===== src/hdl/ksv_pkg.sv =====
// ----------------------------------------------------------------------------
// ksv_pkg: shared types and constants of the plucked string voice
// Function codes, voice modes, register indexes, controller states and the
// command and status groups between controller and datapath.
// ----------------------------------------------------------------------------
`default_nettype none

package ksv_pkg;

  localparam logic [1:0] FUNC_TICK  = 2'd0;
  localparam logic [1:0] FUNC_GATE  = 2'd1;
  localparam logic [1:0] FUNC_RESET = 2'd2;

  localparam logic [1:0] REG_PHASE_STEP    = 2'd0;
  localparam logic [1:0] REG_DECAY_PLUCKED = 2'd1;
  localparam logic [1:0] REG_DECAY_RELEASE = 2'd2;
  localparam logic [1:0] REG_DECAY_RESET   = 2'd3;

  localparam logic [31:0] PHASE_STEP_RST    = 32'd0;
  localparam logic [15:0] DECAY_PLUCKED_RST = 16'd32768;
  localparam logic [15:0] DECAY_RELEASE_RST = 16'd26214;
  localparam logic [15:0] DECAY_RESET_RST   = 16'd328;

  localparam logic [31:0] LCG_MUL = 32'd1664525;
  localparam logic [31:0] LCG_ADD = 32'd1013904223;

  typedef enum logic [1:0] {
    MODE_IDLE,
    MODE_PLUCKED,
    MODE_RELEASE,
    MODE_SOFT
  } mode_t;

  typedef enum logic [3:0] {
    ST_CLEAR,
    ST_IDLE,
    ST_IDLE_OUT,
    ST_TREAD,
    ST_TMUL,
    ST_TWB,
    ST_FLCG,
    ST_FMUL,
    ST_FWR,
    ST_FLAST
  } state_t;

  typedef enum logic [2:0] {
    WR_NONE,
    WR_CLEAR,
    WR_FILL,
    WR_LAST,
    WR_TICK
  } wr_sel_t;

  typedef struct packed {
    logic    load;
    logic    rd_en;
    logic    mul_en;
    logic    lcg_en;
    logic    noise_mul_en;
    logic    cnt_inc;
    wr_sel_t wr_sel;
    logic    tick_commit;
    logic    out_load;
    logic    out_zero;
  } ksv_cmd_t;

  typedef struct packed {
    logic item_tick;
    logic item_fill;
    logic item_hard;
    logic mode_idle;
    logic fill_end;
    logic clear_end;
    logic out_free;
  } ksv_stat_t;

endpackage

`default_nettype wire


===== src/hdl/ksv_ctrl.sv =====
// ----------------------------------------------------------------------------
// ksv_ctrl: sequencer of the plucked string voice
// Steps ticks, noise fills and clearing passes through the datapath.
// ----------------------------------------------------------------------------
`default_nettype none

module ksv_ctrl
  import ksv_pkg::*;
(
  input  wire logic      clk,
  input  wire logic      rst,
  input  wire logic      in_valid,
  output logic           in_ready,
  input  wire ksv_stat_t stat,
  output ksv_cmd_t       cmd
);

  state_t state;
  state_t state_next;

  always_ff @(posedge clk) begin
    if (rst) begin
      state <= ST_CLEAR;
    end else begin
      state <= state_next;
    end
  end

  always_comb begin
    state_next = state;
    case (state)
      ST_CLEAR: begin
        if (stat.clear_end) state_next = ST_IDLE;
      end
      ST_IDLE: begin
        if (in_valid) begin
          if (stat.item_tick) begin
            state_next = stat.mode_idle ? ST_IDLE_OUT : ST_TREAD;
          end else if (stat.item_fill) begin
            state_next = ST_FLCG;
          end else if (stat.item_hard) begin
            state_next = ST_CLEAR;
          end
        end
      end
      ST_IDLE_OUT: begin
        if (stat.out_free) state_next = ST_IDLE;
      end
      ST_TREAD: state_next = ST_TMUL;
      ST_TMUL:  state_next = ST_TWB;
      ST_TWB: begin
        if (stat.out_free) state_next = ST_IDLE;
      end
      ST_FLCG: state_next = ST_FMUL;
      ST_FMUL: state_next = ST_FWR;
      ST_FWR:  state_next = stat.fill_end ? ST_FLAST : ST_FLCG;
      ST_FLAST: state_next = ST_IDLE;
      default: state_next = ST_IDLE;
    endcase
  end

  always_comb begin
    cmd      = '0;
    in_ready = 1'b0;
    case (state)
      ST_CLEAR: begin
        cmd.wr_sel  = WR_CLEAR;
        cmd.cnt_inc = 1'b1;
      end
      ST_IDLE: begin
        in_ready = 1'b1;
        cmd.load = in_valid;
      end
      ST_IDLE_OUT: begin
        cmd.out_load = stat.out_free;
        cmd.out_zero = 1'b1;
      end
      ST_TREAD: cmd.rd_en = 1'b1;
      ST_TMUL:  cmd.mul_en = 1'b1;
      ST_TWB: begin
        if (stat.out_free) begin
          cmd.tick_commit = 1'b1;
          cmd.wr_sel      = WR_TICK;
          cmd.out_load    = 1'b1;
        end
      end
      ST_FLCG: cmd.lcg_en = 1'b1;
      ST_FMUL: cmd.noise_mul_en = 1'b1;
      ST_FWR: begin
        cmd.wr_sel  = WR_FILL;
        cmd.cnt_inc = 1'b1;
      end
      ST_FLAST: cmd.wr_sel = WR_LAST;
      default: cmd = '0;
    endcase
  end

endmodule

`default_nettype wire


===== config.mk =====
export PLATFORM = sky130hd
export DESIGN_NAME = ksv_ctrl
export DESIGN_NICKNAME = d
export VERILOG_FILES = /design/src/hdl/ksv_pkg.sv /design/src/hdl/ksv_ctrl.sv
export SDC_FILE = /design/constraint.sdc
export NUM_CORES = 1
export LEC_CHECK = 0
export ABC_AREA = 1
export BUFFER_PORTS_ARGS = -buffer_cell sky130_fd_sc_hd__buf_2
export CAP_MARGIN = 10
export CORE_AREA = 2 2 39 41
export CTS_CLUSTER_DIAMETER = 60
export DETAILED_ROUTE_END_ITERATION = 10
export DIE_AREA = 0 0 41 43
export GPL_TIMING_DRIVEN = 0
export PLACE_DENSITY = 0.66
export SYNTH_ARGS = -nofsm -noshare
export SYNTH_HDL_FRONTEND = slang
export SYNTH_SLANG_ARGS = --single-unit

===== constraint.sdc =====
create_clock -name clk -period 1.1 [get_ports clk]
set_input_delay 0.165 -clock clk [delete_from_list [all_inputs] [get_ports clk]]
set_output_delay 0.165 -clock clk [all_outputs]
set_load 0.05 [all_outputs]

# [After elaboration in Yosys (flattened, before gate mapping)]
# Index checks and enable logic that the tools add are counted.
[totals] reg_bits=4 in_bits=10
[op_classes] n_eq_ne=13 muxes=21 reduce_logical=4
[op_table] op="4-bit one-hot mux with 8 select lines" n=1
[op_table] op="4-bit two-way mux" n=7
[op_table] op="4-bit by 3-bit equality test with 1-bit output, second input constant" n=4
[op_table] op="3-bit one-hot mux with 4 select lines" n=1
[op_table] op="1-bit two-way mux" n=10
[op_table] op="4-bit by 2-bit equality test with 1-bit output, second input constant" n=2
[op_table] op="4-bit equality test, second input constant" n=2
[op_table] op="5-bit two-way mux" n=1
[op_table] op="4-bit by 1-bit equality test with 1-bit output, second input constant" n=1
[op_table] op="4-bit logical NOT" n=1
[op_table] op="2-bit != test, second input constant" n=2
[op_table] op="4-bit != test, second input constant" n=1
[op_table] op="4-bit AND reduction" n=1
[op_table] op="2-bit OR reduction" n=2
[op_table] op="2-bit by 1-bit != test with 1-bit output, second input constant" n=1
[op_table] op="1-bit one-hot mux with 2 select lines" n=1

# [Depth between registers and ports, before layout]
# Gate-level depths: netlist of the first run.
[logic_depth] ltp_word=5 depth_mapped=9

# [Least setup slack after synthesis of the first run]
# No wires, ideal clock.
[synth_path] kind="register to output" startpoint="reg state[3]" endpoint="out cmd[3] in the netlist's numbering" arrival_ns=1.755 path_slack_ns=-0.820 path_stages_with_launch=5 n_path_buf=0 cell_sequence="dfxtp_1 > inv_1 > nor2_1 > inv_1 > o21ai_0"
[synth_rtl] item="from (decl)" line_no="ksv_ctrl.sv:18" rtl="state_t state;"
[synth_rtl] item="from (signal assigned)" line_no="ksv_ctrl.sv:25" rtl="state <= state_next;"
[synth_rtl] item="to (decl)" line_no="ksv_ctrl.sv:15" rtl="output ksv_cmd_t cmd"

==> results.cfg, run 1 <==
[synth]
synth.ff_latch_count = 4
synth_most_common_cell = nand2_1
yosys-top-cells-area = nand2_1 20%, dfxtp_1 18%, nor2_1 17%, inv_1 14%, nor2_2 7.1%
synth_top_area_share = 0.195
synth_largest_area_cell = nand2_1
ys_dominant_reg_cell = dfxtp_1
yosysSeqAreaShare = 0.181
syn_area_um2 = 442
synth_warnings = 0
synth_fp_nets = 98
synth_common_cells = 23 x nand2_1, 20 x nor2_1, 17 x inv_1, 5 x nor2_2
synth_edf_count = 0
syn_inst = 88
syn_area_per_cell_um2 = 5.02
synth_cell_types = 13
synthArstFlopShare = 0

[detailed_routing]
drcViolationCount = 0
ant_nets = 0
vias_per_cell = 4.73
vias = 667
drt-total-wl_um = 1630
drtPass1Iterations = 4
drtIter0Drc = 23
post_drt_wl_per_cell_um = 11.6

[clocking]
cts_hold_buf = 0
clkTransAtPathRegs_ns = 0.03
cts_tree = yes
cts_max_path_buffers = 2
h-tree-depth = 1
clk_latency_ns = 0.23
cts_root_buffer = clkbuf_4
clock_sinks = 4
cts_buffers = 3

[setup_path]
worstPathCellList = inv_4 > nor2_4 > nand2_4 > a21oi_4 > buf_6
max_stage_delay_ns = 0.39
arrival_ns = 1.24
cp-end-kind = output port
critPathSlowestCell = dfxtp_4
cp_max_fo = 5
worstPathRequired_ns = 0.94
crit_type = reg -> out
cp-start-kind = flop

[timing]
slew_headroom = 0.803
slew_viol_final = 0
clock.fmax_ghz = 0.710
tightestPinTransition_ns = 0.295
finClkSkew_ns = 0.000540
setup_slack_ns = -0.307
post-route-min-period_ns = 1.41
fin_crit_sh = 1.28
hold_viol_final = 0
rsz0062_at_grt = yes
final.setup.tns_ns = -3.77
setup_viol = 17

[outcome]
violations = setup timing
outcome = finished, violations left

[placed_design]
dp.cells = 126
portBuffers = 22
dp_hpwl_um = 1010
place_congestion = 0.819
placed_cell_area_um2 = 698

[layout]
postLayoutCellArea_um2 = 1010
reg.largest.list = state: 4 flops
largest_reg_flops = 4
area_delta_synth_final_pct = 129
regMostFlops = state
final_util = 0.731
instances_no_fill = 141
fin_nets = 137
fillerInstances = 114
diodes = 0
drive_gt1_frac = 0.656

[global_route]
grt_max_degree = 6
grt_pass1_vias = 644
grt_pass1_wl_um = 2710
overflow = 0
grt_use_total = 0.217
antenna_found_initial = 0

[power_and_ir_drop]
combPwrFrac = 0.818
power_switching_mw = 1.67
power.share.clock = 0.057
ir_worst_vdd_uv = 1810
p_leak_nw = 0.509
intPower_mw = 1.31
p_per_area_nw_per_um2 = 2940
pwr-share-seq = 0.125
swShare = 0.561
power_mw = 2.97

[die]
core_region_area_um2 = 1380
start_util = 0.319
rows = 14
dieArea_um2 = 1760
die_w_um = 41
pin_count = 23
die_y_um = 43

[job]
max_cap_viol_count = 0

[hold_path]
min_path_type = in -> reg
-- worst max-delay path: cells and delay by family, from the launching register on --
kind / cells / cell delay [ns]
DFF: 1 / 0.39
AOI/OAI and AO/OA: 1 / 0.14
buffers and inverters: 2 / 0.22
and+or+nand+nor: 2 / 0.27
-- final timing paths --
path / slack [ns] / to / cells after the start / from
worst max-delay path: -0.31 / cmd[1] / 5 / state[2]
worst min-delay path: 0.10 / state[3] / 2 / rst
worst max register to register: -0.24 / state[1] / 10 / state[2]
worst min register to register: 0.56 / state[2] / 2 / state[2]
-- per-layer routing --
metal  track usage  share of wire  vias up  wire [um]
met5             0              0        -          0
met1         0.270           0.36      295        582
met2         0.372           0.57       27        926
met3        0.0366          0.063        2        103
li1              -              -      343          -
met4        0.0400         0.0098        0         16
-- layout make-up --
| type | count | area (um^2) | share of cell area |
|---|---|---|---|
| Clock buffer | 3 | 22.5 | 0.0222 |
| Inverter | 20 | 88.8 | 0.0878 |
| Multi-Input combinational cell | 64 | 467 | 0.461 |
| Sequential cell | 4 | 95.1 | 0.0939 |
| Tap cell | 16 | 20.0 | 0.0198 |
| Timing Repair Buffer | 34 | 319 | 0.315 |
-- power by group through the flow --
stage	combinational (mW)	sequential (mW)	clock, mW
after floorplan	1.41	0.322	0
after global placement	1.67	0.336	0
after detailed placement	1.68	0.338	0
after CTS	2.15	0.354	0.182
after global routing	2.60	0.376	0.190
final	2.43	0.371	0.171
-- cells by family after synthesis --
kind of cell,share of synthesized area
AOI/OAI and AO/OA,0.0737
buffers and inverters,0.170
DFF,0.181
and+or+nand+nor,0.575
-- what timing repair did --
action                                  in CTS  in global routing
endpoints found under the setup margin      16                 17
hold endpoints to repair                     0                  0
resized for setup                           40                 20
buffers inserted                            11                  3
pin swaps                                    9                  9
-- stage by stage --
stage	setup WS (ns)	hold slack [ns]
floorplan	-0.115	0.227
global placement	-0.245	0.331
detailed placement	-0.262	0.331
CTS	-0.310	0.0890
global route	-0.353	0.102
finish	-0.307	0.103
-- cells in the final DEF (no fill, tap or decap), drive strengths merged --
cell	instances
inv	19
o21ai	1
o211ai	1
clkbuf	3
nand4	1
nand3	5
nand2	27
nor2	25
clkinvlp	1
dfxtp	4
buf	34
a21oi	4
Note: power is estimated with default switching activity, not from simulation.
==> run 2: changes to the inputs <==
--- a/config.mk
+++ b/config.mk
@@ -5,7 +5,6 @@
 export SDC_FILE = /design/constraint.sdc
 export NUM_CORES = 1
 export LEC_CHECK = 0
-export ABC_AREA = 1
 export BUFFER_PORTS_ARGS = -buffer_cell sky130_fd_sc_hd__buf_2
 export CAP_MARGIN = 10
 export CORE_AREA = 2 2 39 41
@@ -13,7 +12,7 @@
 export DETAILED_ROUTE_END_ITERATION = 10
 export DIE_AREA = 0 0 41 43
 export GPL_TIMING_DRIVEN = 0
-export PLACE_DENSITY = 0.66
+export PLACE_DENSITY = 0.68
 export SYNTH_ARGS = -nofsm -noshare
 export SYNTH_HDL_FRONTEND = slang
 export SYNTH_SLANG_ARGS = --single-unit
==> run 2 against run 1 <==
The flow still finishes with violations (setup timing). Via count shrank 18%. Fmax shrank 5.2%. Routed wire length down 2.3%. Clock skew grew 0.0060 ns. Largest power group unchanged.
==> results.cfg, run 2 <==
[outcome]
outcome = finished, violations left
violations = setup timing

[global_route]
grt_max_degree = 11
grt_pass1_wl_um = 2490
overflow = 0
grt_pass1_vias = 576
grt_use_total = 0.207
antenna_found_initial = 0

[synth]
synth_largest_area_cell = dfxtp_1
synth_cell_types = 27
synth_common_cells = 5 x nor2_1, 4 x dfxtp_1, 4 x nand2_1, 4 x nor3_1
synth.ff_latch_count = 4
synthArstFlopShare = 0
synth_most_common_cell = nor2_1
synth_edf_count = 0
syn_area_um2 = 460
synth_top_area_share = 0.174
synth_fp_nets = 62
synth_warnings = 0
syn_inst = 52
ys_dominant_reg_cell = dfxtp_1
yosysSeqAreaShare = 0.174
yosys-top-cells-area = dfxtp_1 17%, mux2i_1 6.5%, nor4b_4 5.2%, buf_6 4.9%, o31ai_1 4.9%
syn_area_per_cell_um2 = 8.85

[detailed_routing]
ant_nets = 0
vias_per_cell = 5.12
drt-total-wl_um = 1590
drcViolationCount = 0
drtPass1Iterations = 4
post_drt_wl_per_cell_um = 14.9
drtIter0Drc = 7
vias = 548

[setup_path]
cp-start-kind = flop
arrival_ns = 1.32
max_stage_delay_ns = 0.34
worstPathRequired_ns = 0.94
critPathSlowestCell = dfxtp_2
worstPathCellList = buf_8 > nand2_4 > a2bb2oi_2 > nor3b_2 > buf_6
critPathTopFamily = flip-flops
crit_type = reg -> out
cp_max_fo = 4
critPathBufInv = 2
cp-end-kind = output port

[clocking]
cts_max_path_buffers = 2
clkTransAtPathRegs_ns = 0.04
clock_sinks = 4
cts_buffers = 3
cts_root_buffer = clkbuf_4
h-tree-depth = 1
clk_latency_ns = 0.24
cts_tree = yes

[power_and_ir_drop]
power.share.clock = 0.080
swShare = 0.462
ir_worst_vdd_uv = 1270
power_switching_mw = 1.05
pwr-share-seq = 0.101
p_leak_nw = 0.442
intPower_mw = 1.22
combPwrFrac = 0.819
p_per_area_nw_per_um2 = 2220

[die]
dieArea_um2 = 1760
start_util = 0.333
die_y_um = 43
core_region_area_um2 = 1380
rows = 14
pin_count = 23
die_w_um = 41

[layout]
fillerInstances = 100
largest_reg_flops = 4
regMostFlops = state
reg.largest.list = state: 4 flops
mostFrequentLayoutCells = 14 x buf_6, 9 x buf_2, 9 x buf_4
seq_area_um2 = 90.1
diodes = 0
multi_input_area_um2 = 467
layout_commonest_cell = buf_6
instances_no_fill = 107
postLayoutCellArea_um2 = 1020
drive_gt1_frac = 0.747
fin_nets = 103
area_delta_synth_final_pct = 122

[timing]
setup_viol = 17
fin_crit_sh = 1.35
slew_viol_final = 0
rsz0062_at_grt = yes
post-route-min-period_ns = 1.48
tightestPinTransition_ns = 0.295
slew_headroom = 0.804
setup_slack_ns = -0.385
clock.fmax_ghz = 0.674
finClkSkew_ns = 0.00657
hold_viol_final = 0

[placed_design]
placed_cell_area_um2 = 679
place_congestion = 0.785
post-place-ws_ns = -0.423
dp_hpwl_um = 1000
portBuffers = 22
dp.cells = 90

[hold_path]
min_path_type = in -> reg

[job]
max_cap_viol_count = 0
-- run 2: final timing paths --
| check | start | to | slack [ns] | depth (start not counted) |
|---|---|---|---|---|
| setup / recovery | state[0] | cmd[1] | -0.38 | 5 |
| hold reg to reg | state[2] | state[2] | 0.60 | 3 |
| hold / removal | rst | state[3] | 0.11 | 2 |
| setup reg to reg | state[2] | state[1] | -0.34 | 7 |
-- run 2: area by class of cell --
cell class              instances  area share
clock buffers                   3      0.0220
inverters                       3      0.0110
multi-input cells              41       0.456
flip-flops and latches          4      0.0880
well taps                      16      0.0196
repair buffers                 36       0.344
plain buffers                   4      0.0599
-- run 2: through the flow --
stage / util / total power, mW / TNS, ns / hold WS (ns)
after global routing: 0.740 / 2.39 / -6.42 / 0.106
final: 0.740 / 2.27 / -5.47 / 0.106
after CTS: 0.705 / 2.21 / -5.36 / 0.0971
after floorplan: - / 1.22 / -6.23 / 0.237
after detailed placement: 0.491 / 1.43 / -4.30 / 0.363
after global placement: 0.491 / 1.41 / -4.10 / 0.365
-- run 2: per-layer routing --
metal,share of wire,GRT usage,vias to the layer above
met5,0,0,-
met1,0.40,0.249,257
met3,0.052,0.0785,0
met2,0.55,0.347,20
met4,0,0.0200,0
li1,-,-,271
-- run 2: power by group through the flow --
stage / clock network (mW) / logic (mW) / registers, mW
2_1_floorplan: 0 / 0.998 / 0.218
3_3_place_gp: 0 / 1.19 / 0.221
3_5_place_dp: 0 / 1.21 / 0.223
4_1_cts: 0.189 / 1.79 / 0.230
5_1_grt: 0.212 / 1.94 / 0.232
6_report: 0.182 / 1.86 / 0.229
-- run 2: timing repair --
action,4_1_cts,5_1_grt
hold buffers,0,0
pin swaps,8,7
setup buffers,10,4
setup endpoints to repair,17,17
resized for setup,46,7
gates cloned,1,0
-- run 2: logic make-up after synthesis --
family                 share of synthesized area
multiplexers                              0.0652
buffers and inverters                      0.106
XOR/XNOR                                  0.0190
AND/OR/NAND/NOR                            0.389
flip-flops                                 0.174
AO/OA/AOI/OAI                              0.247
-- run 2: worst register-to-register path, delay by kind of cell, from the launching register on --
family          cells  cell delay (ns)
buf+inv             3             0.42
compound gates      2             0.17
flops               1             0.31
simple gates        1             0.25
mux                 1             0.22
==> run 3: changes to the inputs <==
--- a/config.mk
+++ b/config.mk
@@ -7,12 +7,14 @@
 export LEC_CHECK = 0
 export BUFFER_PORTS_ARGS = -buffer_cell sky130_fd_sc_hd__buf_2
 export CAP_MARGIN = 10
-export CORE_AREA = 2 2 39 41
+export CELL_PAD_IN_SITES_DETAIL_PLACEMENT = 0
+export CELL_PAD_IN_SITES_GLOBAL_PLACEMENT = 1
+export CORE_MARGIN = 2
+export CORE_UTILIZATION = 27
 export CTS_CLUSTER_DIAMETER = 60
 export DETAILED_ROUTE_END_ITERATION = 10
-export DIE_AREA = 0 0 41 43
 export GPL_TIMING_DRIVEN = 0
-export PLACE_DENSITY = 0.68
+export PLACE_DENSITY = 0.73
 export SYNTH_ARGS = -nofsm -noshare
 export SYNTH_HDL_FRONTEND = slang
 export SYNTH_SLANG_ARGS = --single-unit
==> constraint.sdc (replaced) <==
create_clock -name clk -period 1.1 [get_ports clk]
set_input_delay 0.165 -clock clk [delete_from_list [all_inputs] [get_ports clk]]
set_output_delay 0.165 -clock clk [all_outputs]
set_load 0.01 [all_outputs]
==> run 3 against run 2 <==
Routed wire length down 6.7%. Critical endpoint is now cmd[3]. Cell count is 4.7% lower. The run still ends with setup timing left. Core utilization is 21 points lower. Clock skew decreased by 0.0043 ns. Fmax up 3.3%.
==> results.cfg, run 3 (synthesis results as in run 2) <==
[clocking]
clkTransAtPathRegs_ns = 0.03
cts_tree = yes
cts_max_path_buffers = 2
clk_latency_ns = 0.23
cts_root_buffer = clkbuf_4
clock_sinks = 4
cts_hold_buf = 0
cts_buffers = 3
h-tree-depth = 1

[die]
start_util = 0.295
rows = 14
pin_count = 23
core_region_area_um2 = 1560
die_w_um = 45.3
dieArea_um2 = 2050
die_y_um = 45.3

[global_route]
overflow = 0
grt_pass1_wl_um = 2260
antenna_found_initial = 0
grt_max_degree = 11
grt_pass1_vias = 513
grt_use_total = 0.151

[hold_path]
hold_start = rst
min_path_type = in -> reg

[setup_path]
cp_max_fo = 5
arrival_ns = 1.27
worstPathRequired_ns = 0.94
crit_type = reg -> out
cp-start-kind = flop
rr_startpoint = state[0]
cp-end-kind = output port
startpoint = state[0]

[layout]
drive_gt1_frac = 0.686
area_delta_synth_final_pct = 78.3
reg.largest.list = state: 4 flops
mostFrequentLayoutCells = 21 x buf_2, 7 x buf_6, 5 x buf_4
regMostFlops = state
layout_commonest_cell = buf_2
diodes = 0
fin_nets = 98
postLayoutCellArea_um2 = 821
largest_reg_flops = 4

[placed_design]
post-place-ws_ns = -0.263
dp_hpwl_um = 927
placed_cell_area_um2 = 603
portBuffers = 22
place_congestion = 0.780

[job]
max_cap_viol_count = 0

[detailed_routing]
drcViolationCount = 0
vias = 537
drt-total-wl_um = 1490
drtPass1Iterations = 4
ant_nets = 0
vias_per_cell = 5.26
post_drt_wl_per_cell_um = 14.6
drtIter0Drc = 9

[timing]
setup_viol = 17
rsz0062_at_grt = yes
setup_slack_ns = -0.338
slew_headroom = 0.784
hold_viol_final = 0
slew_viol_final = 0
clock.fmax_ghz = 0.696
finClkSkew_ns = 0.00232
post-route-min-period_ns = 1.44
tightestPinTransition_ns = 0.324
fin_crit_sh = 1.31

[power_and_ir_drop]
p_leak_nw = 0.383
p_per_area_nw_per_um2 = 1950
ir_worst_vdd_uv = 1380

[outcome]
outcome = finished, violations left
violations = setup timing
run 3: cell types whose count changed in the layout (fill, tap and decap cells not counted), sizes merged:
cell,delta
buf,-5
bufbuf,-1
clkbuf,+1
run 3: what timing repair did:
action	CTS	global route
endpoints found under the setup margin	17	17
pin swaps	5	4
setup buffers	7	1
gates cloned	1	1
resized for setup	16	11
run 3: path summary, 6_finish.rpt:
kind | cells after the start | slack (ns) | end
max reg2reg | 6 | -0.34 | state[0]
min | 2 | 0.15 | state[3]
min reg2reg | 2 | 0.55 | state[2]
max | 5 | -0.34 | cmd[3]
run 3: power breakdown:
group | internal, mW | total, mW | switching, mW
clock network | 0.121 | 0.172 | 0.0508
logic | 0.655 | 1.16 | 0.510
registers | 0.191 | 0.262 | 0.0710
run 3: area by class of cell:
cell class	instances	area (um^2)
Fill cell	149	738
Multi-Input combinational cell	41	408
Timing Repair Buffer	32	224
Sequential cell	4	92.6
Buffer	3	42.5
Clock buffer	3	22.5
Tap cell	16	20.0
Inverter	3	11.3
run 3: stage by stage:
stage	std cells	utilization	hold slack (ns)	power, mW	setup TNS, ns
floorplan	52	-	0.237	0.806	-1.04
global placement	90	0.387	0.374	1.01	-2.04
detailed placement	90	0.387	0.384	1.02	-2.04
CTS	101	0.475	0.127	1.45	-4.32
global route	102	0.526	0.144	1.70	-5.22
finish	102	0.526	0.148	1.60	-4.20
run 3: layer usage:
metal / vias up / track usage / share of wire
met3: 0 / 0.0360 / 0.027
li1: 265 / - / -
met5: - / 0 / 0
met4: 0 / 0.0471 / 0
met1: 258 / 0.191 / 0.45
met2: 14 / 0.251 / 0.52
run 3: worst max-delay path: stages (launching register included):
cell and delay, ns:
dfxtp_2 0.32, buf_6 0.13, buf_6 0.12, xor2_1 0.15, nor3_1 0.15, buf_2 0.16
